File: config.mk
export PLATFORM = sky130hd
export DESIGN_NAME = stereo_state_variable_filter_unit_flat
export DESIGN_NICKNAME = d
export VERILOG_FILES = /design/src/hw/rtl/svf_pkg.sv /design/src/hw/rtl/svf_if.sv /design/src/hw/rtl/stereo_state_variable_filter_unit.sv /design/src/hw/rtl/svf_coef_regs.sv /design/src/hw/rtl/svf_serial_mac.sv /design/src/flat_wrapper.sv
export SDC_FILE = /design/constraint.sdc
export NUM_CORES = 2
export LEC_CHECK = 0
export BUFFER_PORTS_ARGS = -buffer_cell sky130_fd_sc_hd__buf_2
export CAP_MARGIN = 20
export CORE_UTILIZATION = 60
export DETAILED_ROUTE_END_ITERATION = 10
export PLACE_DENSITY = 0.77
export SLEW_MARGIN = 5
export SYNTH_ARGS = -nofsm -noshare
export SYNTH_HDL_FRONTEND = slang
export SYNTH_SLANG_ARGS = --single-unit
File: constraint.sdc
create_clock -name i_clk -period 7.66 [get_ports i_clk]
set_input_delay 0.766 -clock i_clk [delete_from_list [all_inputs] [get_ports i_clk]]
set_output_delay 0.766 -clock i_clk [all_outputs]
set_load 0.01 [all_outputs]
File: src/hw/rtl/svf_pkg.sv
package svf_pkg;

    // Fixed formats of the filter network.
    localparam int CHANNELS        = 2;
    localparam int SAMPLE_BITS_DEF = 24;
    localparam int COEF_BITS_DEF   = 32;
    localparam int STATE_BITS      = 32;
    localparam int COEF_FRAC       = 26;
    localparam int VAL_BITS        = STATE_BITS + 1;
    localparam int MAG_BITS        = STATE_BITS;
    localparam int DIGIT_BITS      = 8;
    localparam int NUM_REGS        = 6;
    localparam int REG_IDX_BITS    = 3;

    typedef enum logic [REG_IDX_BITS-1:0] {
        REG_A1,
        REG_A2,
        REG_A3,
        REG_M0,
        REG_M1,
        REG_M2
    } t_reg_idx;

    typedef struct packed {
        logic start;
        logic first;
    } t_mac_cmd;

    // Width of the multiply-accumulate register for a given coefficient width.
    function automatic int f_acc_bits(input int cb);
        int ndig;
        int qb;
        ndig = (cb + DIGIT_BITS - 1) / DIGIT_BITS;
        qb   = ndig * DIGIT_BITS + MAG_BITS + 1 - COEF_FRAC;
        return ((qb > STATE_BITS) ? qb : STATE_BITS) + 3;
    endfunction

endpackage

File: src/hw/rtl/svf_if.sv
interface svf_smp_if import svf_pkg::*; #(
    parameter int SAMPLE_BITS = SAMPLE_BITS_DEF
);
    logic                          valid;
    logic                          ready;
    logic signed [SAMPLE_BITS-1:0] left_sample;
    logic signed [SAMPLE_BITS-1:0] right_sample;

    modport source (output valid, output left_sample, output right_sample, input ready);
    modport sink   (input valid, input left_sample, input right_sample, output ready);
endinterface

interface svf_res_if import svf_pkg::*; #(
    parameter int SAMPLE_BITS = SAMPLE_BITS_DEF
);
    logic                          valid;
    logic                          ready;
    logic signed [SAMPLE_BITS-1:0] left_out;
    logic signed [SAMPLE_BITS-1:0] right_out;

    modport source (output valid, output left_out, output right_out, input ready);
    modport sink   (input valid, input left_out, input right_out, output ready);
endinterface

interface svf_cfg_if import svf_pkg::*; #(
    parameter int COEF_BITS = COEF_BITS_DEF
);
    logic                    valid;
    logic                    ready;
    logic [REG_IDX_BITS-1:0] index;
    logic [COEF_BITS-1:0]    data;

    modport source (output valid, output index, output data, input ready);
    modport sink   (input valid, input index, input data, output ready);
endinterface

File: src/hw/rtl/stereo_state_variable_filter_unit.sv
// Stereo trapezoidal state-variable filter. Each item on i_smp is one left and
// one right sample; each item on o_res is the filtered pair, saturated to the
// sample width. The filter type is set only by the six coefficients a1, a2, a3,
// m0, m1 and m2 on i_cfg (index 0 to 5, 26 fraction bits); write them while no
// item is in flight. Per channel seven products are formed one after another
// on a single digit-serial multiplier that takes eight coefficient bits per
// clock, then rounds each product and adds it to the running sum. A finished
// pair waits in the output register while the next item is taken.
module stereo_state_variable_filter_unit import svf_pkg::*; #(
    parameter int SAMPLE_BITS = SAMPLE_BITS_DEF,
    parameter int COEF_BITS   = COEF_BITS_DEF
) (
    input  logic       i_clk,
    input  logic       i_rst_n,
    svf_smp_if.sink    i_smp,
    svf_res_if.source  o_res,
    svf_cfg_if.sink    i_cfg
);

    localparam int ACC_BITS = f_acc_bits(COEF_BITS);
    localparam int CH_BITS  = (CHANNELS > 1) ? $clog2(CHANNELS) : 1;
    localparam logic signed [ACC_BITS-1:0] ST_MAX = $signed(ACC_BITS'({(STATE_BITS-1){1'b1}}));
    localparam logic signed [ACC_BITS-1:0] ST_MIN = ~ST_MAX;
    localparam logic signed [ACC_BITS-1:0] SM_MAX =
        $signed(ACC_BITS'({(SAMPLE_BITS-1){1'b1}}));
    localparam logic signed [ACC_BITS-1:0] SM_MIN = ~SM_MAX;

    typedef enum logic [2:0] {
        S_IDLE,
        S_PREP,
        S_ISSUE,
        S_WAIT,
        S_UPD,
        S_DONE
    } t_state;

    typedef enum logic [2:0] {
        OP_A1_S1,
        OP_A2_V3,
        OP_A2_S1,
        OP_A3_V3,
        OP_M0_V0,
        OP_M1_V1,
        OP_M2_V2
    } t_op;

    t_state                        r_state, n_state;
    t_op                           r_op, n_op;
    logic [CH_BITS-1:0]            r_ch, n_ch;
    logic signed [SAMPLE_BITS-1:0] r_smp [CHANNELS];
    logic signed [SAMPLE_BITS-1:0] n_smp [CHANNELS];
    logic signed [VAL_BITS-1:0]    r_v3, n_v3;
    logic signed [STATE_BITS-1:0]  r_v1, n_v1;
    logic signed [STATE_BITS-1:0]  r_v2, n_v2;
    logic signed [STATE_BITS-1:0]  r_s1 [CHANNELS];
    logic signed [STATE_BITS-1:0]  n_s1 [CHANNELS];
    logic signed [STATE_BITS-1:0]  r_s2 [CHANNELS];
    logic signed [STATE_BITS-1:0]  n_s2 [CHANNELS];
    logic signed [SAMPLE_BITS-1:0] r_y [CHANNELS];
    logic signed [SAMPLE_BITS-1:0] n_y [CHANNELS];
    logic                          r_ovalid, n_ovalid;
    logic signed [SAMPLE_BITS-1:0] r_lout, n_lout;
    logic signed [SAMPLE_BITS-1:0] r_rout, n_rout;

    logic signed [COEF_BITS-1:0]   w_coef_bank [NUM_REGS];
    t_mac_cmd                      w_cmd;
    logic signed [COEF_BITS-1:0]   w_coef;
    logic signed [VAL_BITS-1:0]    w_operand;
    logic signed [STATE_BITS-1:0]  w_init;
    logic                          w_mac_done;
    logic signed [ACC_BITS-1:0]    w_acc;
    logic signed [STATE_BITS-1:0]  w_acc_state;
    logic signed [SAMPLE_BITS-1:0] w_acc_smp;
    logic signed [STATE_BITS-1:0]  w_s1;
    logic signed [STATE_BITS-1:0]  w_s2;
    logic signed [VAL_BITS-1:0]    w_v0;
    logic signed [STATE_BITS+1:0]  w_i1;
    logic signed [STATE_BITS+1:0]  w_i2;

    function automatic logic signed [STATE_BITS-1:0] f_sat_int(
        input logic signed [STATE_BITS+1:0] x
    );
        logic [2:0] top;
        top = x[STATE_BITS+1:STATE_BITS-1];
        if (top == 3'b000 || top == 3'b111) begin
            return x[STATE_BITS-1:0];
        end else if (x[STATE_BITS+1]) begin
            return {1'b1, {(STATE_BITS-1){1'b0}}};
        end else begin
            return {1'b0, {(STATE_BITS-1){1'b1}}};
        end
    endfunction

    svf_coef_regs #(
        .COEF_BITS (COEF_BITS)
    ) u_regs (
        .i_clk   (i_clk),
        .i_rst_n (i_rst_n),
        .i_cfg   (i_cfg),
        .o_coef  (w_coef_bank)
    );

    svf_serial_mac #(
        .COEF_BITS (COEF_BITS)
    ) u_mac (
        .i_clk      (i_clk),
        .i_rst_n    (i_rst_n),
        .i_cmd      (w_cmd),
        .i_coef     (w_coef),
        .i_operand  (w_operand),
        .i_acc_init (w_init),
        .o_done     (w_mac_done),
        .o_acc      (w_acc)
    );

    assign w_s1 = r_s1[r_ch];
    assign w_s2 = r_s2[r_ch];
    assign w_v0 = VAL_BITS'(r_smp[r_ch]);

    // Node values are clamped to the state width, the mix to the sample width.
    assign w_acc_state = (w_acc > ST_MAX) ? STATE_BITS'(ST_MAX) :
                         (w_acc < ST_MIN) ? STATE_BITS'(ST_MIN) : w_acc[STATE_BITS-1:0];
    assign w_acc_smp   = (w_acc > SM_MAX) ? SAMPLE_BITS'(SM_MAX) :
                         (w_acc < SM_MIN) ? SAMPLE_BITS'(SM_MIN) : w_acc[SAMPLE_BITS-1:0];

    assign w_i1 = $signed({r_v1[STATE_BITS-1], r_v1, 1'b0}) - (STATE_BITS + 2)'(w_s1);
    assign w_i2 = $signed({r_v2[STATE_BITS-1], r_v2, 1'b0}) - (STATE_BITS + 2)'(w_s2);

    // Each product either opens a new sum (from zero or from the second
    // integrator) or adds to the one in progress.
    always_comb begin
        w_coef      = w_coef_bank[REG_A1];
        w_operand   = VAL_BITS'(w_s1);
        w_init      = '0;
        w_cmd.first = 1'b0;
        case (r_op)
            OP_A1_S1: begin
                w_cmd.first = 1'b1;
            end
            OP_A2_V3: begin
                w_coef    = w_coef_bank[REG_A2];
                w_operand = r_v3;
            end
            OP_A2_S1: begin
                w_coef      = w_coef_bank[REG_A2];
                w_init      = w_s2;
                w_cmd.first = 1'b1;
            end
            OP_A3_V3: begin
                w_coef    = w_coef_bank[REG_A3];
                w_operand = r_v3;
            end
            OP_M0_V0: begin
                w_coef      = w_coef_bank[REG_M0];
                w_operand   = w_v0;
                w_cmd.first = 1'b1;
            end
            OP_M1_V1: begin
                w_coef    = w_coef_bank[REG_M1];
                w_operand = VAL_BITS'(r_v1);
            end
            OP_M2_V2: begin
                w_coef    = w_coef_bank[REG_M2];
                w_operand = VAL_BITS'(r_v2);
            end
            default: begin
                w_coef = w_coef_bank[REG_A1];
            end
        endcase
        w_cmd.start = (r_state == S_ISSUE);
    end

    always_comb begin
        n_state  = r_state;
        n_op     = r_op;
        n_ch     = r_ch;
        n_smp    = r_smp;
        n_v3     = r_v3;
        n_v1     = r_v1;
        n_v2     = r_v2;
        n_s1     = r_s1;
        n_s2     = r_s2;
        n_y      = r_y;
        n_ovalid = r_ovalid & ~o_res.ready;
        n_lout   = r_lout;
        n_rout   = r_rout;
        case (r_state)
            S_IDLE: begin
                if (i_smp.valid) begin
                    n_smp[0] = i_smp.left_sample;
                    n_smp[1] = i_smp.right_sample;
                    n_ch     = '0;
                    n_state  = S_PREP;
                end
            end
            S_PREP: begin
                n_v3    = w_v0 - VAL_BITS'(w_s2);
                n_op    = OP_A1_S1;
                n_state = S_ISSUE;
            end
            S_ISSUE: begin
                n_state = S_WAIT;
            end
            S_WAIT: begin
                if (w_mac_done) begin
                    case (r_op)
                        OP_A2_V3: begin
                            n_v1 = w_acc_state;
                        end
                        OP_A3_V3: begin
                            n_v2 = w_acc_state;
                        end
                        OP_M2_V2: begin
                            n_y[r_ch] = w_acc_smp;
                        end
                        default: begin
                        end
                    endcase
                    if (r_op == OP_M2_V2) begin
                        n_state = S_UPD;
                    end else begin
                        n_op    = t_op'(r_op + 3'd1);
                        n_state = S_ISSUE;
                    end
                end
            end
            S_UPD: begin
                n_s1[r_ch] = f_sat_int(w_i1);
                n_s2[r_ch] = f_sat_int(w_i2);
                if (r_ch == CH_BITS'(CHANNELS - 1)) begin
                    n_state = S_DONE;
                end else begin
                    n_ch    = CH_BITS'(r_ch + 1'b1);
                    n_state = S_PREP;
                end
            end
            S_DONE: begin
                if (!n_ovalid) begin
                    n_ovalid = 1'b1;
                    n_lout   = r_y[0];
                    n_rout   = r_y[1];
                    n_state  = S_IDLE;
                end
            end
            default: begin
                n_state = S_IDLE;
            end
        endcase
    end

    always_ff @(posedge i_clk) begin
        if (!i_rst_n) begin
            r_state  <= S_IDLE;
            r_op     <= OP_A1_S1;
            r_ch     <= '0;
            r_ovalid <= 1'b0;
            r_s1     <= '{default: '0};
            r_s2     <= '{default: '0};
        end else begin
            r_state  <= n_state;
            r_op     <= n_op;
            r_ch     <= n_ch;
            r_ovalid <= n_ovalid;
            r_s1     <= n_s1;
            r_s2     <= n_s2;
            r_smp    <= n_smp;
            r_v3     <= n_v3;
            r_v1     <= n_v1;
            r_v2     <= n_v2;
            r_y      <= n_y;
            r_lout   <= n_lout;
            r_rout   <= n_rout;
        end
    end

    assign i_smp.ready     = (r_state == S_IDLE);
    assign o_res.valid     = r_ovalid;
    assign o_res.left_out  = r_lout;
    assign o_res.right_out = r_rout;

    a_accept_starts_left: assert property (@(posedge i_clk) disable iff (!i_rst_n)
        (i_smp.valid && i_smp.ready) |=> (r_state == S_PREP && r_ch == CH_BITS'(0)))
        else $error("accepted item did not start on the first channel");

    a_done_while_waiting: assert property (@(posedge i_clk) disable iff (!i_rst_n)
        w_mac_done |-> (r_state == S_WAIT))
        else $error("multiplier finished while the sequencer was not waiting");

    a_issue_not_done: assert property (@(posedge i_clk) disable iff (!i_rst_n)
        (r_state == S_ISSUE) |=> !w_mac_done)
        else $error("multiplier reported done right after a start");

    a_result_loaded: assert property (@(posedge i_clk) disable iff (!i_rst_n)
        (r_state == S_DONE && n_state == S_IDLE) |=> (r_ovalid && r_state == S_IDLE))
        else $error("finished pair was not placed in the output register");

endmodule

File: src/hw/rtl/svf_coef_regs.sv
module svf_coef_regs import svf_pkg::*; #(
    parameter int COEF_BITS = COEF_BITS_DEF
) (
    input  logic                        i_clk,
    input  logic                        i_rst_n,
    svf_cfg_if.sink                     i_cfg,
    output logic signed [COEF_BITS-1:0] o_coef [NUM_REGS]
);

    logic signed [COEF_BITS-1:0] r_coef [NUM_REGS];

    assign i_cfg.ready = 1'b1;

    // Writes to an index beyond the register list are dropped.
    always_ff @(posedge i_clk) begin
        if (!i_rst_n) begin
            r_coef <= '{default: '0};
        end else if (i_cfg.valid && (i_cfg.index < REG_IDX_BITS'(NUM_REGS))) begin
            r_coef[i_cfg.index] <= $signed(i_cfg.data);
        end
    end

    assign o_coef = r_coef;

endmodule

File: src/hw/rtl/svf_serial_mac.sv
module svf_serial_mac import svf_pkg::*; #(
    parameter int COEF_BITS = COEF_BITS_DEF
) (
    input  logic                                    i_clk,
    input  logic                                    i_rst_n,
    input  t_mac_cmd                                i_cmd,
    input  logic signed [COEF_BITS-1:0]             i_coef,
    input  logic signed [VAL_BITS-1:0]              i_operand,
    input  logic signed [STATE_BITS-1:0]            i_acc_init,
    output logic                                    o_done,
    output logic signed [f_acc_bits(COEF_BITS)-1:0] o_acc
);

    localparam int NDIG      = (COEF_BITS + DIGIT_BITS - 1) / DIGIT_BITS;
    localparam int CPAD      = NDIG * DIGIT_BITS;
    localparam int PROD_BITS = CPAD + MAG_BITS;
    localparam int Q_BITS    = PROD_BITS + 1 - COEF_FRAC;
    localparam int ACC_BITS  = f_acc_bits(COEF_BITS);
    localparam int CNT_BITS  = (NDIG > 1) ? $clog2(NDIG) : 1;
    localparam logic [PROD_BITS:0] HALF = (PROD_BITS + 1)'(1) << (COEF_FRAC - 1);

    typedef enum logic [1:0] {
        M_IDLE,
        M_MUL,
        M_RND,
        M_ACC
    } t_mstate;

    t_mstate                     r_mstate, n_mstate;
    logic [CPAD-1:0]             r_cmag, n_cmag;
    logic [MAG_BITS-1:0]         r_vmag, n_vmag;
    logic                        r_neg, n_neg;
    logic [PROD_BITS-1:0]        r_p, n_p;
    logic [Q_BITS-1:0]           r_q, n_q;
    logic signed [ACC_BITS-1:0]  r_acc, n_acc;
    logic [CNT_BITS-1:0]         r_dig, n_dig;
    logic                        r_done, n_done;

    logic [COEF_BITS-1:0]           w_cabs;
    logic [VAL_BITS-1:0]            w_vabs;
    logic [DIGIT_BITS-1:0]          w_digit;
    logic [MAG_BITS+DIGIT_BITS-1:0] w_pp;
    logic [PROD_BITS:0]             w_rsum;
    logic signed [ACC_BITS-1:0]     w_qext;
    logic signed [ACC_BITS-1:0]     w_term;

    // Products are formed on magnitudes; the sign is put back after rounding,
    // which gives rounding half away from zero.
    assign w_cabs  = i_coef[COEF_BITS-1] ? (~i_coef + 1'b1) : i_coef;
    assign w_vabs  = i_operand[VAL_BITS-1] ? (~i_operand + 1'b1) : i_operand;
    assign w_digit = r_cmag[CPAD-1 -: DIGIT_BITS];
    assign w_pp    = r_vmag * w_digit;
    assign w_rsum  = {1'b0, r_p} + HALF;
    assign w_qext  = $signed(ACC_BITS'(r_q));
    assign w_term  = r_neg ? -w_qext : w_qext;

    always_comb begin
        n_mstate = r_mstate;
        n_cmag   = r_cmag;
        n_vmag   = r_vmag;
        n_neg    = r_neg;
        n_p      = r_p;
        n_q      = r_q;
        n_acc    = r_acc;
        n_dig    = r_dig;
        n_done   = 1'b0;
        case (r_mstate)
            M_IDLE: begin
                if (i_cmd.start) begin
                    n_cmag   = CPAD'(w_cabs);
                    n_vmag   = w_vabs[MAG_BITS-1:0];
                    n_neg    = i_coef[COEF_BITS-1] ^ i_operand[VAL_BITS-1];
                    n_p      = '0;
                    n_dig    = '0;
                    n_mstate = M_MUL;
                    if (i_cmd.first) begin
                        n_acc = ACC_BITS'(i_acc_init);
                    end
                end
            end
            M_MUL: begin
                // Most significant coefficient digit first.
                n_p    = (r_p << DIGIT_BITS) + PROD_BITS'(w_pp);
                n_cmag = r_cmag << DIGIT_BITS;
                n_dig  = CNT_BITS'(r_dig + 1'b1);
                if (r_dig == CNT_BITS'(NDIG - 1)) begin
                    n_mstate = M_RND;
                end
            end
            M_RND: begin
                n_q      = w_rsum[PROD_BITS -: Q_BITS];
                n_mstate = M_ACC;
            end
            M_ACC: begin
                n_acc    = r_acc + w_term;
                n_done   = 1'b1;
                n_mstate = M_IDLE;
            end
            default: begin
                n_mstate = M_IDLE;
            end
        endcase
    end

    always_ff @(posedge i_clk) begin
        if (!i_rst_n) begin
            r_mstate <= M_IDLE;
            r_done   <= 1'b0;
        end else begin
            r_mstate <= n_mstate;
            r_done   <= n_done;
            r_cmag   <= n_cmag;
            r_vmag   <= n_vmag;
            r_neg    <= n_neg;
            r_p      <= n_p;
            r_q      <= n_q;
            r_acc    <= n_acc;
            r_dig    <= n_dig;
        end
    end

    assign o_done = r_done;
    assign o_acc  = r_acc;

endmodule

File: src/flat_wrapper.sv
// flat-port wrapper written by rule: the top's interface ports become plain ports
module stereo_state_variable_filter_unit_flat import svf_pkg::*;
#(
    parameter int SAMPLE_BITS = SAMPLE_BITS_DEF,
    parameter int COEF_BITS   = COEF_BITS_DEF
)
  (i_clk, i_rst_n, i_smp_valid, i_smp_left_sample, i_smp_right_sample, i_smp_ready, o_res_valid, o_res_left_out, o_res_right_out, o_res_ready, i_cfg_valid, i_cfg_index, i_cfg_data, i_cfg_ready);
  svf_smp_if #(.SAMPLE_BITS(SAMPLE_BITS)) i_smp_i ();
  svf_res_if #(.SAMPLE_BITS(SAMPLE_BITS)) o_res_i ();
  svf_cfg_if #(.COEF_BITS(COEF_BITS)) i_cfg_i ();
  input  logic i_clk;
  input  logic i_rst_n;
  input wire logic [$bits(i_smp_i.valid)-1:0] i_smp_valid;
  input wire logic [$bits(i_smp_i.left_sample)-1:0] i_smp_left_sample;
  input wire logic [$bits(i_smp_i.right_sample)-1:0] i_smp_right_sample;
  output wire logic [$bits(i_smp_i.ready)-1:0] i_smp_ready;
  output wire logic [$bits(o_res_i.valid)-1:0] o_res_valid;
  output wire logic [$bits(o_res_i.left_out)-1:0] o_res_left_out;
  output wire logic [$bits(o_res_i.right_out)-1:0] o_res_right_out;
  input wire logic [$bits(o_res_i.ready)-1:0] o_res_ready;
  input wire logic [$bits(i_cfg_i.valid)-1:0] i_cfg_valid;
  input wire logic [$bits(i_cfg_i.index)-1:0] i_cfg_index;
  input wire logic [$bits(i_cfg_i.data)-1:0] i_cfg_data;
  output wire logic [$bits(i_cfg_i.ready)-1:0] i_cfg_ready;
  assign i_smp_i.valid = i_smp_valid;
  assign i_smp_i.left_sample = i_smp_left_sample;
  assign i_smp_i.right_sample = i_smp_right_sample;
  assign i_smp_ready = i_smp_i.ready;
  assign o_res_valid = o_res_i.valid;
  assign o_res_left_out = o_res_i.left_out;
  assign o_res_right_out = o_res_i.right_out;
  assign o_res_i.ready = o_res_ready;
  assign i_cfg_i.valid = i_cfg_valid;
  assign i_cfg_i.index = i_cfg_index;
  assign i_cfg_i.data = i_cfg_data;
  assign i_cfg_ready = i_cfg_i.ready;
  stereo_state_variable_filter_unit #(.SAMPLE_BITS(SAMPLE_BITS), .COEF_BITS(COEF_BITS)) u_core (.i_clk(i_clk), .i_rst_n(i_rst_n), .i_smp(i_smp_i), .o_res(o_res_i), .i_cfg(i_cfg_i));
endmodule
==> report_table.html <==
<table>
<tr><th>Metric</th><th>Value</th></tr>
<tr><th colspan="2">Yosys</th></tr>
<tr><td>Post-Syn Nets</td><td>5637</td></tr>
<tr><td>Ys flop type</td><td>edfxtp_1</td></tr>
<tr><td>Number of enable flip-flop cells after synthesis</td><td>453</td></tr>
<tr><td>Warnings from Yosys</td><td>0</td></tr>
<tr><td>Cell taking the most area after synthesis</td><td>edfxtp_1</td></tr>
<tr><td>Number of flip-flops and latches in the synthesized netlist</td><td>around 780</td></tr>
<tr><td>Synth Area per Inst</td><td>9.72 um2</td></tr>
<tr><td>Post-synth design cell area</td><td>0.0497 mm2</td></tr>
<tr><td>Compound-cell area share of the yosys netlist</td><td>0.185</td></tr>
<tr><td>Basic-gate share of the synthesized area counting and, or, nand and nor cells</td><td>0.146</td></tr>
<tr><td>Post-synthesis share of cell area spent on xor and xnor gates</td><td>0.0507</td></tr>
<tr><td>Fraction of synthesis flops using an asynchronous set or reset pin</td><td>0</td></tr>
<tr><td>Adder-Cell Fraction of Synth Area</td><td>0.142</td></tr>
<tr><td>Post-Syn Instances</td><td>5114</td></tr>
<tr><td>Post-synthesis mux area share</td><td>0.0215</td></tr>
<tr><td>Unique cell type count in the Yosys netlist</td><td>92</td></tr>
<tr><td>Combinational family with the most area after synthesis</td><td>compound AO/OA/AOI/OAI gates</td></tr>
<tr><td>Fraction of post-synthesis cell area in the top cell type by area</td><td>0.274</td></tr>
<tr><td>Biggest area contributors in the synthesized netlist</td><td>edfxtp_1 (27%), dfxtp_1 (13%), fa_1 (8.7%), nand2_1 (5.7%), ha_1 (5.5%)</td></tr>
<tr><td>Proportion of synthesized chip area in sequential cells</td><td>0.407</td></tr>
<tr><th colspan="2">Setup path</th></tr>
<tr><td>Reg2Reg Capture Point</td><td>u_core.u_mac.r_p[61]$_SDFFCE_PN0P_</td></tr>
<tr><td>Worst R2R Setup Slack</td><td>0.54 ns</td></tr>
<tr><td>Kind of end point of the critical path</td><td>flip-flop</td></tr>
<tr><td>Critical path fanouts, max</td><td>20</td></tr>
<tr><td>Endpoint arrival time on the critical path</td><td>between 7 and 8 ns</td></tr>
<tr><td>Element type at the critical path start</td><td>flip-flop</td></tr>
<tr><td>Startpoint-to-endpoint class of the critical path</td><td>flip-flop to flip-flop</td></tr>
<tr><td>Start of the worst register-to-register path</td><td>u_core.u_mac.r_cmag[27]$_DFFE_PP_</td></tr>
<tr><td>R2R cell count</td><td>19</td></tr>
<tr><td>Endpoint required time on the critical path</td><td>8.05 ns</td></tr>
<tr><th colspan="2">Final layout</th></tr>
<tr><td>Relative area change from synthesis to final layout</td><td>8.84%</td></tr>
<tr><td>Total number of nets in the final design</td><td>5645</td></tr>
<tr><td>Fraction of final layout cells with drive strength greater than 1</td><td>0.0867</td></tr>
<tr><td>Final instance area</td><td>0.0541 mm2</td></tr>
<tr><th colspan="2">CTS</th></tr>
<tr><td># hold bufs at CTS</td><td>0</td></tr>
<tr><td>Postcts setup bufs</td><td>0</td></tr>
<tr><td>Clock tree buffer depth</td><td>3</td></tr>
<tr><td>TritonCTS clock tree</td><td>yes</td></tr>
<tr><td>Clock tree root driver cell</td><td>clkbuf_16</td></tr>
<tr><td>Source-to-sink clock delay at the later pin of the worst-skew pair</td><td>0.67 ns</td></tr>
<tr><td>Number of gates given a new drive strength after cts</td><td>0</td></tr>
<tr><td>Worst-path clk slew</td><td>0.06 ns</td></tr>
<tr><td>CTS H-tree depth</td><td>3</td></tr>
<tr><td>CTS buffer count</td><td>86</td></tr>
<tr><td>Clock sink count</td><td>a little under 800</td></tr>
<tr><th colspan="2">Timing</th></tr>
<tr><td>Max frequency</td><td>0.140 GHz</td></tr>
<tr><td>Max Slew Vio Count</td><td>0</td></tr>
<tr><td>Final critical path time including I/O delays and setup</td><td>7.12 ns</td></tr>
<tr><td>Setup-violating endpoint count in the final report</td><td>0</td></tr>
<tr><td>Unrepaired setup endpoints after global routing</td><td>no</td></tr>
<tr><td>Share of the cycle needed by the critical path after routing</td><td>0.930</td></tr>
<tr><td>Clock Skew</td><td>0.0295 ns</td></tr>
<tr><td>Slew at the pin closest to its max-slew limit</td><td>roughly 1.3 ns</td></tr>
<tr><td>Accumulated negative setup slack</td><td>0 ns</td></tr>
<tr><td>Worst max-slew margin expressed relative to the limit</td><td>0.155</td></tr>
<tr><td>Number of hold violations in the final report</td><td>0</td></tr>
<tr><th colspan="2">Power</th></tr>
<tr><td>Relative contribution of combinational cells to total power</td><td>0.415</td></tr>
<tr><td>Clock power frac</td><td>0.273</td></tr>
<tr><td>Static Leak</td><td>20.7 nW</td></tr>
<tr><td>Switching power summed over all nets</td><td>~5.9 mW</td></tr>
<tr><td>Peak supply drop</td><td>0.302 mV</td></tr>
<tr><td>Proportion of power drawn by flip-flops and latches</td><td>0.312</td></tr>
<tr><td>Ratio of total power to cell area</td><td>290 mW/mm2</td></tr>
<tr><td>Internal power consumption</td><td>~9.8 mW</td></tr>
<tr><td>Switching part of the total</td><td>0.379</td></tr>
<tr><th colspan="2">Global route</th></tr>
<tr><td>Total congestion overflow</td><td>0</td></tr>
<tr><td>Largest net degree at the start of global routing</td><td>118</td></tr>
<tr><td>Number of antenna violations at the first check in global routing</td><td>2</td></tr>
<tr><td>Total global routing track utilization</td><td>0.333</td></tr>
<tr><td>Via count of the first global-routing pass</td><td>38534</td></tr>
<tr><td>Wire length of the first global-routing pass</td><td>220000 um</td></tr>
<tr><th colspan="2">Drt</th></tr>
<tr><td>Antenna-violating nets left</td><td>0</td></tr>
<tr><td>WL final</td><td>~140000 um</td></tr>
<tr><td>Average via count per standard cell</td><td>6.27</td></tr>
<tr><td>DRC Markers</td><td>0</td></tr>
<tr><td>DRC violation total after the first TritonRoute iteration</td><td>3997</td></tr>
<tr><td>Via total after detailed routing</td><td>39258</td></tr>
<tr><td>Number of detailed-routing iterations run before antenna repair</td><td>7</td></tr>
<tr><td>Average wire per standard cell</td><td>22.6 um</td></tr>
<tr><th colspan="2">Flow run</th></tr>
<tr><td>Number of max-cap violations</td><td>0</td></tr>
<tr><th colspan="2">Min path</th></tr>
<tr><td>HP Start</td><td>i_smp_right_sample[11]</td></tr>
<tr><td>Path type of the worst min-delay path</td><td>input port to flip-flop</td></tr>
<tr><td>Worst min-delay path endpoint</td><td>u_core.r_smp[11]$_DFFE_PP_</td></tr>
<tr><td>Cells on Worst Hold Path</td><td>1</td></tr>
<tr><th colspan="2">Die</th></tr>
<tr><td>Height of the die</td><td>between 200 and 300 um</td></tr>
<tr><td>Core outline area</td><td>a little over 0.08 mm2</td></tr>
<tr><td>Top-level I/O count</td><td>between 100 and 150</td></tr>
<tr><td>Die width</td><td>290 um</td></tr>
<tr><td>Number of rows in the core area</td><td>roughly 110</td></tr>
<tr><td>Starting density of the core</td><td>0.606</td></tr>
<tr><td>Die ar.</td><td>about 0.084 mm2</td></tr>
<tr><th colspan="2">Placement</th></tr>
<tr><td>Half-perimeter wire length after detailed placement</td><td>100000 um</td></tr>
<tr><td>Gp weighted congestion</td><td>about 1</td></tr>
<tr><td>Post-DP Area</td><td>0.0512 mm2</td></tr>
<tr><td>Count of port buffers added during placement</td><td>137</td></tr>
<tr><th colspan="2">Status</th></tr>
<tr><td>Run status</td><td>finished clean</td></tr>
</table>
==> registers in the layout (all words and copies together), names as in the netlist, 2 cells and up <==
| register | count |
|---|---|
| u_core.o_res.left_out | 24 |
| u_core.o_res.right_out | 24 |
| u_core.r_op | 3 |
| u_core.r_s1 | 64 |
| u_core.r_s2 | 64 |
| u_core.r_smp | 48 |
| u_core.r_state | 3 |
| u_core.r_v1 | 32 |
| u_core.r_v2 | 32 |
| u_core.r_v3 | 33 |
| u_core.r_y | 48 |
| u_core.u_mac.o_acc | 42 |
| u_core.u_mac.r_cmag | 32 |
| u_core.u_mac.r_dig | 2 |
| u_core.u_mac.r_mstate | 2 |
| u_core.u_mac.r_p | 64 |
| u_core.u_mac.r_q | 39 |
| u_core.u_mac.r_vmag | 32 |
| u_core.u_regs.o_coef | 192 |
==> routing by layer <==
layer	up-vias	wire length, um	track usage
li1	18157	-	-
met1	19056	56500	0.437
met2	1696	66100	0.542
met3	347	12100	0.0568
met4	2	6660	0.154
met5	-	8	0
==> layout by cell type (no fill, tap or decap), types with 23 or more instances in the layout <==
master / instances
o31ai_1: 25
fa_1: 215
mux2i_1: 77
buf_2: 136
a21boi_0: 209
and3_1: 52
edfxtp_1: 453
a31oi_1: 30
a22oi_1: 31
nand3_1: 79
dfxtp_1: 330
o21a_1: 23
ha_1: 215
nor2_1: 202
a221o_1: 48
mux2_2: 24
xnor2_1: 182
o221ai_1: 23
inv_1: 315
o21ai_0: 244
a211oi_1: 29
nand2_1: 747
o22ai_1: 45
o211ai_1: 25
a21o_1: 126
nor2b_1: 39
clkbuf_16: 88
nand2b_1: 41
nor3_1: 48
xor2_1: 106
and2_1: 206
nand4_1: 37
a222oi_1: 54
a21oi_1: 277
buf_4: 62
==> cell type report <==
cell class	count	area [um2]
multi-input cells	3731	27200
flip-flops and latches	784	20200
clock buffers	114	2410
inverters	317	1190
clock inverters	45	515
well taps	1070	1340
fillers	6489	28000
repair buffers	202	1210
diodes	1	2.50
==> power by group through the flow <==
stage	sequential (mW)	combinational, mW	clock, mW
after detailed placement	4.98	6.37	0
after global placement	4.98	6.22	0
final	4.90	6.51	4.28
after floorplan	4.92	4.78	0
after global routing	4.91	7.27	4.49
after CTS	4.89	6.44	4.33
==> cells in the mapped netlist (48+ instances only) <==
cell type	number
and2_1	207
nor3_1	50
edfxtp_1	453
a21oi_1	277
o21ai_0	244
xnor2_1	182
inv_1	316
xor2_1	106
nand2_1	749
fa_1	215
a222oi_1	54
and3_1	53
a221o_1	48
dfxtp_1	331
nand3_1	79
nor2_1	209
clkbuf_1	234
mux2i_1	77
a21o_1	126
a21boi_0	209
ha_1	220
==> cells by family (layout without fill, tap and decap cells) <==
| logic type | after synthesis | in the layout |
|---|---|---|
| buffers and inverters | 599 | 678 |
| XOR/XNOR | 288 | 288 |
| adder cells (fa/ha/maj) | 435 | 435 |
| other | 1 | 2 |
| AO/OA/AOI/OAI | 1349 | 1349 |
| multiplexers | 103 | 103 |
| flip-flops | 784 | 784 |
| AND/OR/NAND/NOR | 1555 | 1555 |
==> stage by stage <==
stage	power (mW)	std cells	hold WS, ns	worst slack (ns)	utilization
floorplan	9.69	5114	0.400	0.790	-
global placement	11.2	6102	0.400	0.691	0.623
detailed placement	11.4	6103	0.405	0.641	0.623
CTS	15.7	6262	0.259	0.600	0.659
global route	16.7	6264	0.268	0.0509	0.659
finish	15.7	6264	0.276	0.536	0.659
==> worst max path at each step <==
stage	endpoint	slack, ns	cells after the start	start
6_report	u_core.u_mac.r_p[61]$_SDFFCE_PN0P_	0.54	19	u_core.u_mac.r_cmag[27]$_DFFE_PP_
5_1_grt	u_core.u_mac.r_p[61]$_SDFFCE_PN0P_	0.05	19	u_core.u_mac.r_cmag[28]$_DFFE_PP_
4_1_cts	u_core.u_mac.r_p[61]$_SDFFCE_PN0P_	0.60	19	u_core.u_mac.r_cmag[27]$_DFFE_PP_
3_5_place_dp	u_core.u_mac.r_p[61]$_SDFFCE_PN0P_	0.64	19	u_core.u_mac.r_cmag[28]$_DFFE_PP_
3_3_place_gp	u_core.u_mac.r_p[61]$_SDFFCE_PN0P_	0.69	19	u_core.u_mac.r_cmag[28]$_DFFE_PP_
2_1_floorplan	u_core.o_res.left_out[0]$_DFFE_PP_	0.79	3	i_rst_n
==> critical path, cell delays in order (launching register included) <==
cell       delay [ns]
edfxtp_1         0.70
and2_1           0.29
fa_1             0.50
inv_1            0.05
fa_1             0.48
inv_1            0.07
fa_1             0.56
inv_1            0.06
fa_1             0.55
inv_1            0.05
ha_1             0.35
nand3_1          0.09
o21ai_0          0.36
o31ai_1          0.24
o31a_1           0.38
a2111oi_0        0.89
o211ai_1         0.41
a2111oi_0        0.60
xnor2_1          0.18
nor2_1           0.05
Power figures use the tool's default switching activity.
